### src/design/fwhb_pkg.sv
// ============================================================================
// fwhb_pkg
// shared constants and types for the fixed-width histogram binner
// ============================================================================
package fwhb_pkg;

    localparam int MAX_BUCKETS_DEF = 64;

    // request commands
    localparam logic [1:0] CMD_ADD   = 2'd0;
    localparam logic [1:0] CMD_QUERY = 2'd1;
    localparam logic [1:0] CMD_CLEAR = 2'd2;

    // result status codes
    localparam logic [1:0] STAT_OK    = 2'd0;
    localparam logic [1:0] STAT_RANGE = 2'd1;
    localparam logic [1:0] STAT_NOBIN = 2'd2;

    // configuration register indexes
    localparam logic [1:0] CFG_RANGE_LOW  = 2'd0;
    localparam logic [1:0] CFG_RANGE_HIGH = 2'd1;
    localparam logic [1:0] CFG_SPAN       = 2'd2;
    localparam logic [1:0] CFG_BUCKETS    = 2'd3;

    // configuration reset values
    localparam logic signed [31:0] RANGE_LOW_RST  = 32'sd0;
    localparam logic signed [31:0] RANGE_HIGH_RST = 32'sd4194304;
    localparam logic [30:0]        SPAN_RST       = 31'd65536;
    localparam logic [6:0]         BUCKETS_RST    = 7'd64;

    // span used when the span register holds zero (2.0 in unsigned q15.16)
    localparam logic [30:0] SPAN_FALLBACK = 31'd131072;
    localparam logic [31:0] COUNT_MAX     = 32'hFFFF_FFFF;
    localparam int          DIV_STEPS     = 32;

    typedef enum logic [2:0] {
        S_IDLE,
        S_CLEAR,
        S_CHECK,
        S_DIV,
        S_LOOKUP,
        S_UPDATE
    } state_t;

endpackage

### src/design/fixed_width_histogram_binner_core.sv
// ============================================================================
// fixed_width_histogram_binner_core
// equal-width histogram with saturating counts and a serial bucket divider
// ----------------------------------------------------------------------------
// A request (cmd, sample_value) is taken at a clock edge with start high and
// busy low. add and query run a range check state, a 32-step restoring
// division of (value - range_low - 1), or of zero when value equals
// range_low, by the bucket span, a lookup state that also issues the count
// memory read, and an update state that gives the result with done high.
// Out-of-range values answer from the range check state, uncovered values
// from the lookup state. A clear sweeps the count memory one entry a cycle,
// answering after the last entry; an unused command answers on the next cycle.
// Each result shows on status and bucket_total for one cycle with done
// high; the receiver cannot stall, so nothing is held back.
// Configuration writes (wr_en, wr_index, wr_data) take effect at once. They
// must be made only while the block is idle; the block does not enforce this.
// After reset the block runs a clearing pass over all MAX_BUCKETS count
// memory entries with busy high; no result is given for it.
// ============================================================================
module fixed_width_histogram_binner_core #(
    parameter int MAX_BUCKETS = fwhb_pkg::MAX_BUCKETS_DEF
) (
    input  logic               clk,
    input  logic               rst_n,
    input  logic               start,
    output logic               busy,
    input  logic [1:0]         cmd,
    input  logic signed [31:0] sample_value,
    input  logic               wr_en,
    input  logic [1:0]         wr_index,
    input  logic [31:0]        wr_data,
    output logic               done,
    output logic [1:0]         status,
    output logic [31:0]        bucket_total
);
    import fwhb_pkg::*;

    localparam int                IDX_W    = (MAX_BUCKETS > 1) ? $clog2(MAX_BUCKETS) : 1;
    localparam logic [31:0]       MAX_B32  = 32'(MAX_BUCKETS);
    localparam logic [IDX_W-1:0]  LAST_IDX = IDX_W'(MAX_BUCKETS - 1);
    localparam logic [4:0]        LAST_STEP = 5'(DIV_STEPS - 1);

    state_t                  state_reg, state_next;
    logic [1:0]              cmd_reg, cmd_next;
    logic signed [31:0]      value_reg, value_next;
    logic [30:0]             rem_reg, rem_next;
    logic [31:0]             quo_reg, quo_next;
    logic [4:0]              step_reg, step_next;
    logic [IDX_W-1:0]        clr_addr_reg, clr_addr_next;
    logic                    clr_reply_reg, clr_reply_next;
    logic                    done_reg, done_next;
    logic [1:0]              status_reg, status_next;
    logic [31:0]             total_reg, total_next;

    logic signed [31:0]      range_low_reg;
    logic signed [31:0]      range_high_reg;
    logic [30:0]             span_reg;
    logic [6:0]              buckets_reg;

    logic [31:0]             count_mem [MAX_BUCKETS];
    logic [31:0]             rd_data_reg;
    logic                    mem_we;
    logic [IDX_W-1:0]        mem_waddr;
    logic [31:0]             mem_wdata;
    logic [IDX_W-1:0]        rd_addr;

    logic                    out_of_range;
    logic                    at_low;
    logic [31:0]             dm1;
    logic [30:0]             span_eff;
    logic [32:0]             trial;
    logic                    trial_neg;
    logic [31:0]             n_raw;
    logic [31:0]             n_lim;
    logic                    no_bin;
    logic [31:0]             new_count;

    assign busy         = (state_reg != S_IDLE);
    assign done         = done_reg;
    assign status       = status_reg;
    assign bucket_total = total_reg;
    assign rd_addr      = quo_reg[IDX_W-1:0];

    // shared datapath
    assign out_of_range = (value_reg < range_low_reg) || (value_reg > range_high_reg);
    assign at_low       = (value_reg == range_low_reg);
    assign dm1          = value_reg[31:0] + ~range_low_reg[31:0];
    assign span_eff     = (span_reg == 31'd0) ? SPAN_FALLBACK : span_reg;
    assign trial        = {1'b0, rem_reg, quo_reg[31]} - {2'b00, span_eff};
    assign trial_neg    = trial[32];
    assign n_raw        = {25'd0, buckets_reg};
    assign n_lim        = (n_raw == 32'd0) ? 32'd1 : ((n_raw > MAX_B32) ? MAX_B32 : n_raw);
    assign no_bin       = (quo_reg >= n_lim);
    assign new_count    = ((cmd_reg == CMD_ADD) && (rd_data_reg != COUNT_MAX))
                          ? rd_data_reg + 32'd1 : rd_data_reg;

    // next state
    always_comb
    begin
        state_next = state_reg;
        case (state_reg)
            S_IDLE:
            begin
                if (start)
                begin
                    case (cmd)
                        CMD_ADD, CMD_QUERY: state_next = S_CHECK;
                        CMD_CLEAR:          state_next = S_CLEAR;
                        default:            state_next = S_IDLE;
                    endcase
                end
            end
            S_CLEAR:
            begin
                if (clr_addr_reg == LAST_IDX)
                    state_next = S_IDLE;
            end
            S_CHECK:  state_next = out_of_range ? S_IDLE : S_DIV;
            S_DIV:
            begin
                if (step_reg == LAST_STEP)
                    state_next = S_LOOKUP;
            end
            S_LOOKUP: state_next = no_bin ? S_IDLE : S_UPDATE;
            S_UPDATE: state_next = S_IDLE;
            default:  state_next = S_IDLE;
        endcase
    end

    // datapath and outputs
    always_comb
    begin
        cmd_next       = cmd_reg;
        value_next     = value_reg;
        rem_next       = rem_reg;
        quo_next       = quo_reg;
        step_next      = step_reg;
        clr_addr_next  = clr_addr_reg;
        clr_reply_next = clr_reply_reg;
        done_next      = 1'b0;
        status_next    = status_reg;
        total_next     = total_reg;
        mem_we         = 1'b0;
        mem_waddr      = clr_addr_reg;
        mem_wdata      = 32'd0;
        case (state_reg)
            S_IDLE:
            begin
                if (start)
                begin
                    cmd_next   = cmd;
                    value_next = sample_value;
                    case (cmd)
                        CMD_ADD, CMD_QUERY: ;
                        CMD_CLEAR:
                        begin
                            clr_addr_next  = '0;
                            clr_reply_next = 1'b1;
                        end
                        default:
                        begin
                            done_next   = 1'b1;
                            status_next = STAT_OK;
                            total_next  = 32'd0;
                        end
                    endcase
                end
            end
            S_CLEAR:
            begin
                mem_we        = 1'b1;
                clr_addr_next = clr_addr_reg + IDX_W'(1);
                if (clr_addr_reg == LAST_IDX)
                begin
                    clr_addr_next  = '0;
                    clr_reply_next = 1'b0;
                    done_next      = clr_reply_reg;
                    status_next    = STAT_OK;
                    total_next     = 32'd0;
                end
            end
            S_CHECK:
            begin
                if (out_of_range)
                begin
                    done_next   = 1'b1;
                    status_next = STAT_RANGE;
                    total_next  = 32'd0;
                end
                else
                begin
                    rem_next  = 31'd0;
                    quo_next  = at_low ? 32'd0 : dm1;
                    step_next = 5'd0;
                end
            end
            S_DIV:
            begin
                rem_next  = trial_neg ? {rem_reg[29:0], quo_reg[31]} : trial[30:0];
                quo_next  = {quo_reg[30:0], ~trial_neg};
                step_next = step_reg + 5'd1;
            end
            S_LOOKUP:
            begin
                if (no_bin)
                begin
                    done_next   = 1'b1;
                    status_next = STAT_NOBIN;
                    total_next  = 32'd0;
                end
            end
            S_UPDATE:
            begin
                mem_we      = (cmd_reg == CMD_ADD);
                mem_waddr   = rd_addr;
                mem_wdata   = new_count;
                done_next   = 1'b1;
                status_next = STAT_OK;
                total_next  = new_count;
            end
            default: ;
        endcase
    end

    always_ff @(posedge clk or negedge rst_n)
    begin
        if (!rst_n)
        begin
            state_reg      <= S_CLEAR;
            step_reg       <= 5'd0;
            clr_addr_reg   <= '0;
            clr_reply_reg  <= 1'b0;
            done_reg       <= 1'b0;
            status_reg     <= STAT_OK;
            total_reg      <= 32'd0;
            range_low_reg  <= RANGE_LOW_RST;
            range_high_reg <= RANGE_HIGH_RST;
            span_reg       <= SPAN_RST;
            buckets_reg    <= BUCKETS_RST;
        end
        else
        begin
            state_reg     <= state_next;
            step_reg      <= step_next;
            clr_addr_reg  <= clr_addr_next;
            clr_reply_reg <= clr_reply_next;
            done_reg      <= done_next;
            status_reg    <= status_next;
            total_reg     <= total_next;
            if (wr_en)
            begin
                case (wr_index)
                    CFG_RANGE_LOW:  range_low_reg  <= wr_data;
                    CFG_RANGE_HIGH: range_high_reg <= wr_data;
                    CFG_SPAN:       span_reg       <= wr_data[30:0];
                    CFG_BUCKETS:    buckets_reg    <= wr_data[6:0];
                    default: ;
                endcase
            end
        end
    end

    // request payload and divider
    always_ff @(posedge clk)
    begin
        cmd_reg   <= cmd_next;
        value_reg <= value_next;
        rem_reg   <= rem_next;
        quo_reg   <= quo_next;
    end

    // count memory
    always_ff @(posedge clk)
    begin
        if (mem_we)
            count_mem[mem_waddr] <= mem_wdata;
        rd_data_reg <= count_mem[rd_addr];
    end

endmodule

### config.mk
export PLATFORM = sky130hd
export DESIGN_NAME = fixed_width_histogram_binner_core
export DESIGN_NICKNAME = d
export VERILOG_FILES = /design/src/design/fwhb_pkg.sv /design/src/design/fixed_width_histogram_binner_core.sv
export SDC_FILE = /design/constraint.sdc
export NUM_CORES = 2
export LEC_CHECK = 0
export BUFFER_PORTS_ARGS = -buffer_cell sky130_fd_sc_hd__buf_2
export CORE_MARGIN = 2
export CORE_UTILIZATION = 50
export CTS_CLUSTER_DIAMETER = 100
export DETAILED_ROUTE_END_ITERATION = 7
export PLACE_DENSITY = 0.65
export SYNTH_ARGS = -nofsm -noshare
export SYNTH_HDL_FRONTEND = slang
export SYNTH_SLANG_ARGS = --single-unit
### constraint.sdc
create_clock -name clk -period 9.1 [get_ports clk]
set_input_delay 1.365 -clock clk [delete_from_list [all_inputs] [get_ports clk]]
set_output_delay 1.365 -clock clk [all_outputs]
set_load 0.005 [all_outputs]
# After elaboration in Yosys (flattened, before gate mapping)
# Memories as Yosys holds them, arrays and structs flattened. A register that Yosys moved wholly into a read port is not among the register bits.
# Index checks and enable logic that the tools add are counted.
# word_totals
ff_bits	249
ram_bits	2048
out_inout_bits	36
wordCells	123
mem_count	1
# op_classes
add_sub_neg	5
n_lt_le_gt_ge	4
eq_ne	22
muxes	50
n_bitwise	2
reduce_logical	24
# mem_list
memory	depth	word_bits	rd	rd_ports_with_merged_regs	write_ports	line	source
count_mem	64	32	1	1	1	fixed_width_histogram_binner_core.sv:60	logic [31:0] count_mem [MAX_BUCKETS];
# op_table
op	count
two-way mux 32 bit	9
case mux 32 bit (5 select lines)	1
two-way mux 31 bit	3
case mux 32 bit (2 select lines)	1
case mux 31 bit (2 select lines)	1
subtractor 32 x 31 -> 33 bit	1
adder 32 x 1 -> 32 bit (second input constant)	1
adder 32 bit	1
equality test 32 bit	1
greater-or-equal comparator 32 x 7 -> 1 bit	1
> comparator 32 bit	1
zero test 32 bit	1
less-than comparator 32 bit	1
inequality test 32 bit (second input constant)	1
NOT 32 bit	1
zero test 31 bit	1
two-way mux 6 bit	4
inequality test 2 bit (second input constant)	8
case mux 3 bit (5 select lines)	1
two-way mux 7 bit	2
two-way mux 2 bit	6
two-way mux 3 bit	4
case mux 6 bit (2 select lines)	1
AND reduction 2 bit	6
other kinds (30)	49

# Longest topological paths before layout
# logic_depth
word_depth	6
mapped_depth	16

# Worst setup path after synthesis
# No wires, ideal clock.
# synth_timing
path_type	flip-flop to flip-flop
start	register state_reg[0]
end	memory count_mem[0][10], data pin
setup_ns	0.692
arrival_ns	3.859
t_required_ns	8.408
setup_slack_ns	4.549
path_stages_with_launch	6
n_path_buf	2
period_less_slack_ns	4.551
cell_sequence	dfstp_2 -> nand2b_1 -> or2_2 -> clkbuf_1 -> clkbuf_1 -> nor3_1
# synth_between
elab_chain_cells	2
# synth_rtl
element	line	source
from (decl)	fixed_width_histogram_binner_core.sv:43	state_t state_reg, state_next;
from (signal assigned)	fixed_width_histogram_binner_core.sv:243	state_reg <= state_next;
equality test 3 bit	fixed_width_histogram_binner_core.sv:146	case (state_reg)
two-way mux 32 bit	fixed_width_histogram_binner_core.sv:146	
named net mem_wdata[10]	fixed_width_histogram_binner_core.sv:64	logic [31:0] mem_wdata;
to (decl)	fixed_width_histogram_binner_core.sv:60	
# The timed path passes the listed nets, and every way through them passes these cells.

==> metrics.csv <==
metric,value,unit
Reg2Reg Setup Slack,4.49,ns
grt met3 use,0.05024,
Tcrit/Tclk final,0.5067,
vias in the first global route,46780,
Routed WL per cell,32.54,µm
largest cells by area after synthesis,"edfxtp_1 (69%), mux4_2 (16%), dfrtp_1 (4.0%)",
FMAX,0.2169,GHz
Largest register FFs,2048,
Yosys top cell area share,0.6908,
min-delay worst type,register to register,
Initial Util,0.5029,
CP max stage delay,0.87,ns
HP Start,bucket_total[10],
grt total ovfl,0,
"Clk pin slew, worst setup/hold paths",0.06,ns
die area,0.1900,mm²
worst reg2reg endpoint,rd_data_reg[14],
detailed placement HPWL,134800,µm
Fill cells,13700,
vias per cell,6.322,
WP data required,9.87,ns
hold-fix buffer count after cts,0,
layout cells sized above 1,0.2853,
final RePlAce weighted congestion,0.8422,
die span in y,435.9,µm
Tmin final,4.611,ns
WP data arrival,5.38,ns
largest net degree at the start of global routing,145,
I/O pin total,108,
CTS Buf Count,225,
design area,0.1053,mm²
Crit Path Class,register to register,
# DRC,0,
sequential share of the synthesized area,0.7385,
Num Clock Sinks,2329,
"Distinct cells, synth",75,
most flop-heavy register,count_mem,
"most used cell, CP",mux4_2,
RSZ-0062 raised after global routing,no,
setup TNS,0,ns
hold depth,1,
Post-synth EDFFs,2145,
Root Buffer,clkbuf_16,
Clock Path Buffers,3,
overall routing resource usage,0.2564,
PwrDens,244.8,mW/mm²
final setup vio count,0,
clock skew,0.08864,ns
R2R cell count,6,
Reg-to-Reg Start,quo_reg[0],
Leak Pwr,0.03869,µW
worst-margin pin slew,1.246,ns
status,"finished, final reports clean",
CTS tree,built,
initial antenna violation count,17,
Core Rows,158,
drt total wl,243000,µm
"Cell Area, Placed",0.09786,mm²
P&R area growth vs syn,12.94,%
Pre-Repair DR Iteration Count,5,
die width,435.9,µm
post-synth top area cell,edfxtp_1,
post-CTS sizing,0,
CP max FO,102,
post-route ant nets,0,
Fin Hold WS,0.4705,ns
via count,47200,
Placed Cells,7042,
kind of end point of the critical path,register,
"Primary FF master, synth",edfxtp_1,
depth of the CTS H-tree,4,
CP Launch Type,register,
"non-filler cells, final",7467,
Layout Nets,4970,
Max VDD drop,0.2088,mV
"count leader, synth",edfxtp_1,
core area,0.1854,mm²
Synth warnings,0,
# Post-CTS Setup Buffers,0,
fraction of registers with async set/reset,0.06526,
CP Cell Sequence,buf_12 -> buf_4 -> buf_4 -> mux4_2 -> mux4_2 -> mux4_2,
WHS Endpoint,bucket_total[10],
post-synthesis register bit count,2329,
GR Util met1,0.3571,
Mapped Avg Cell Area,20.54,µm²
Synth top cells by count,"edfxtp_1 (2145), mux4_2 (672), nand2_1 (181)",
max-cap violations,0,
Buffers on Ports,107,
global-route wire length before repair,345900,µm
met2 Usage GRT,0.4142,
"Hold Vio Cnt, Final",0,
Synth Instances,4540,
layer with the highest usage,met2,
slowest CP cell,buf_4,
relative slew slack,0.1691,
worst-skew pair later-pin latency,0.91,ns
"Slew Viols, Final",0,
DRT iter0 DRCs,5631,
Synth Net Count,4721,
"Cell Area, Synth",0.09325,mm²
power breakdown:
part	internal (µW)	switching, µW	total, µW
registers	12100	321	12400
logic	1540	2470	4010
clock network	5270	4060	9330
worst max-delay path, delay by kind of cell, from the launching register on:
kind                   cells  cell delay, ns
buffers and inverters      3            2.31
muxes                      3            1.67
DFF                        1            0.39
routing by layer:
| metal | wire length [µm] | share of wire | vias up |
|---|---|---|---|
| li1 | - | - | 19250 |
| met1 | 94960 | 0.39 | 25400 |
| met2 | 118500 | 0.49 | 2190 |
| met3 | 21770 | 0.090 | 352 |
| met4 | 7610 | 0.031 | 14 |
| met5 | 96 | 0.00040 | - |
logic make-up (layout without fill, tap and decap cells):
group,Yosys count,in the layout,synth area share
flip-flops,2329,2329,0.7385
other,0,3,0
adder cells (fa/ha/maj),109,109,0.01479
XOR/XNOR,74,74,0.006950
AND/OR/NAND/NOR,534,534,0.02653
buffers and inverters,338,782,0.01375
multiplexers,750,750,0.1717
AO/OA/AOI/OAI,406,406,0.02786
placed cells by master, fill, tap and decap left out, types with 24 or more instances in the layout:
master	n
edfxtp_1	2145
mux4_2	672
clkbuf_16	227
nand2_1	180
dfrtp_1	148
buf_4	124
inv_1	123
ha_1	107
o21ai_0	106
buf_2	106
a21oi_1	104
nor2_4	93
mux2_2	73
a21o_1	69
clkbuf_1	60
nor2_1	54
nand3_1	52
clkinv_2	41
clkinv_1	40
xor2_1	39
xnor2_1	35
dfxtp_1	32
nor3_1	24
how the worst max path moves through the flow:
stage / startpoint / slack [ns] / depth (start not counted) / end
3_5_place_dp: quo_reg[0] / 4.32 / 6 / rd_data_reg[14]
2_1_floorplan: state_reg[0] / 4.55 / 5 / count_mem[0][10]
6_report: quo_reg[0] / 4.49 / 6 / rd_data_reg[14]
5_1_grt: quo_reg[0] / 4.12 / 6 / rd_data_reg[14]
4_1_cts: quo_reg[0] / 4.37 / 6 / rd_data_reg[14]
3_3_place_gp: quo_reg[0] / 4.31 / 6 / rd_data_reg[14]
area by class of cell:
cell class                      count  area [µm²]  share of cell area
Sequential cell                  2329       68860              0.6539
Multi-Input combinational cell   1873       23840              0.2263
Clock buffer                      300        6085             0.05778
Tap cell                         2480        3103             0.02946
Timing Repair Buffer              237        1593             0.01512
Clock inverter                    122        1366             0.01297
Inverter                          123       461.7            0.004384
Antenna cell                        3       7.507          0.00007128
through the flow:
step,util,total power [µW],setup slack (ns)
3_3_place_gp,0.5277,16640,4.308
4_1_cts,0.5679,25950,4.368
3_5_place_dp,0.5277,16670,4.317
2_1_floorplan,-,15200,4.549
5_1_grt,0.5679,26630,4.122
6_report,0.5679,25780,4.489
Note: power is estimated with default switching activity, not from simulation.
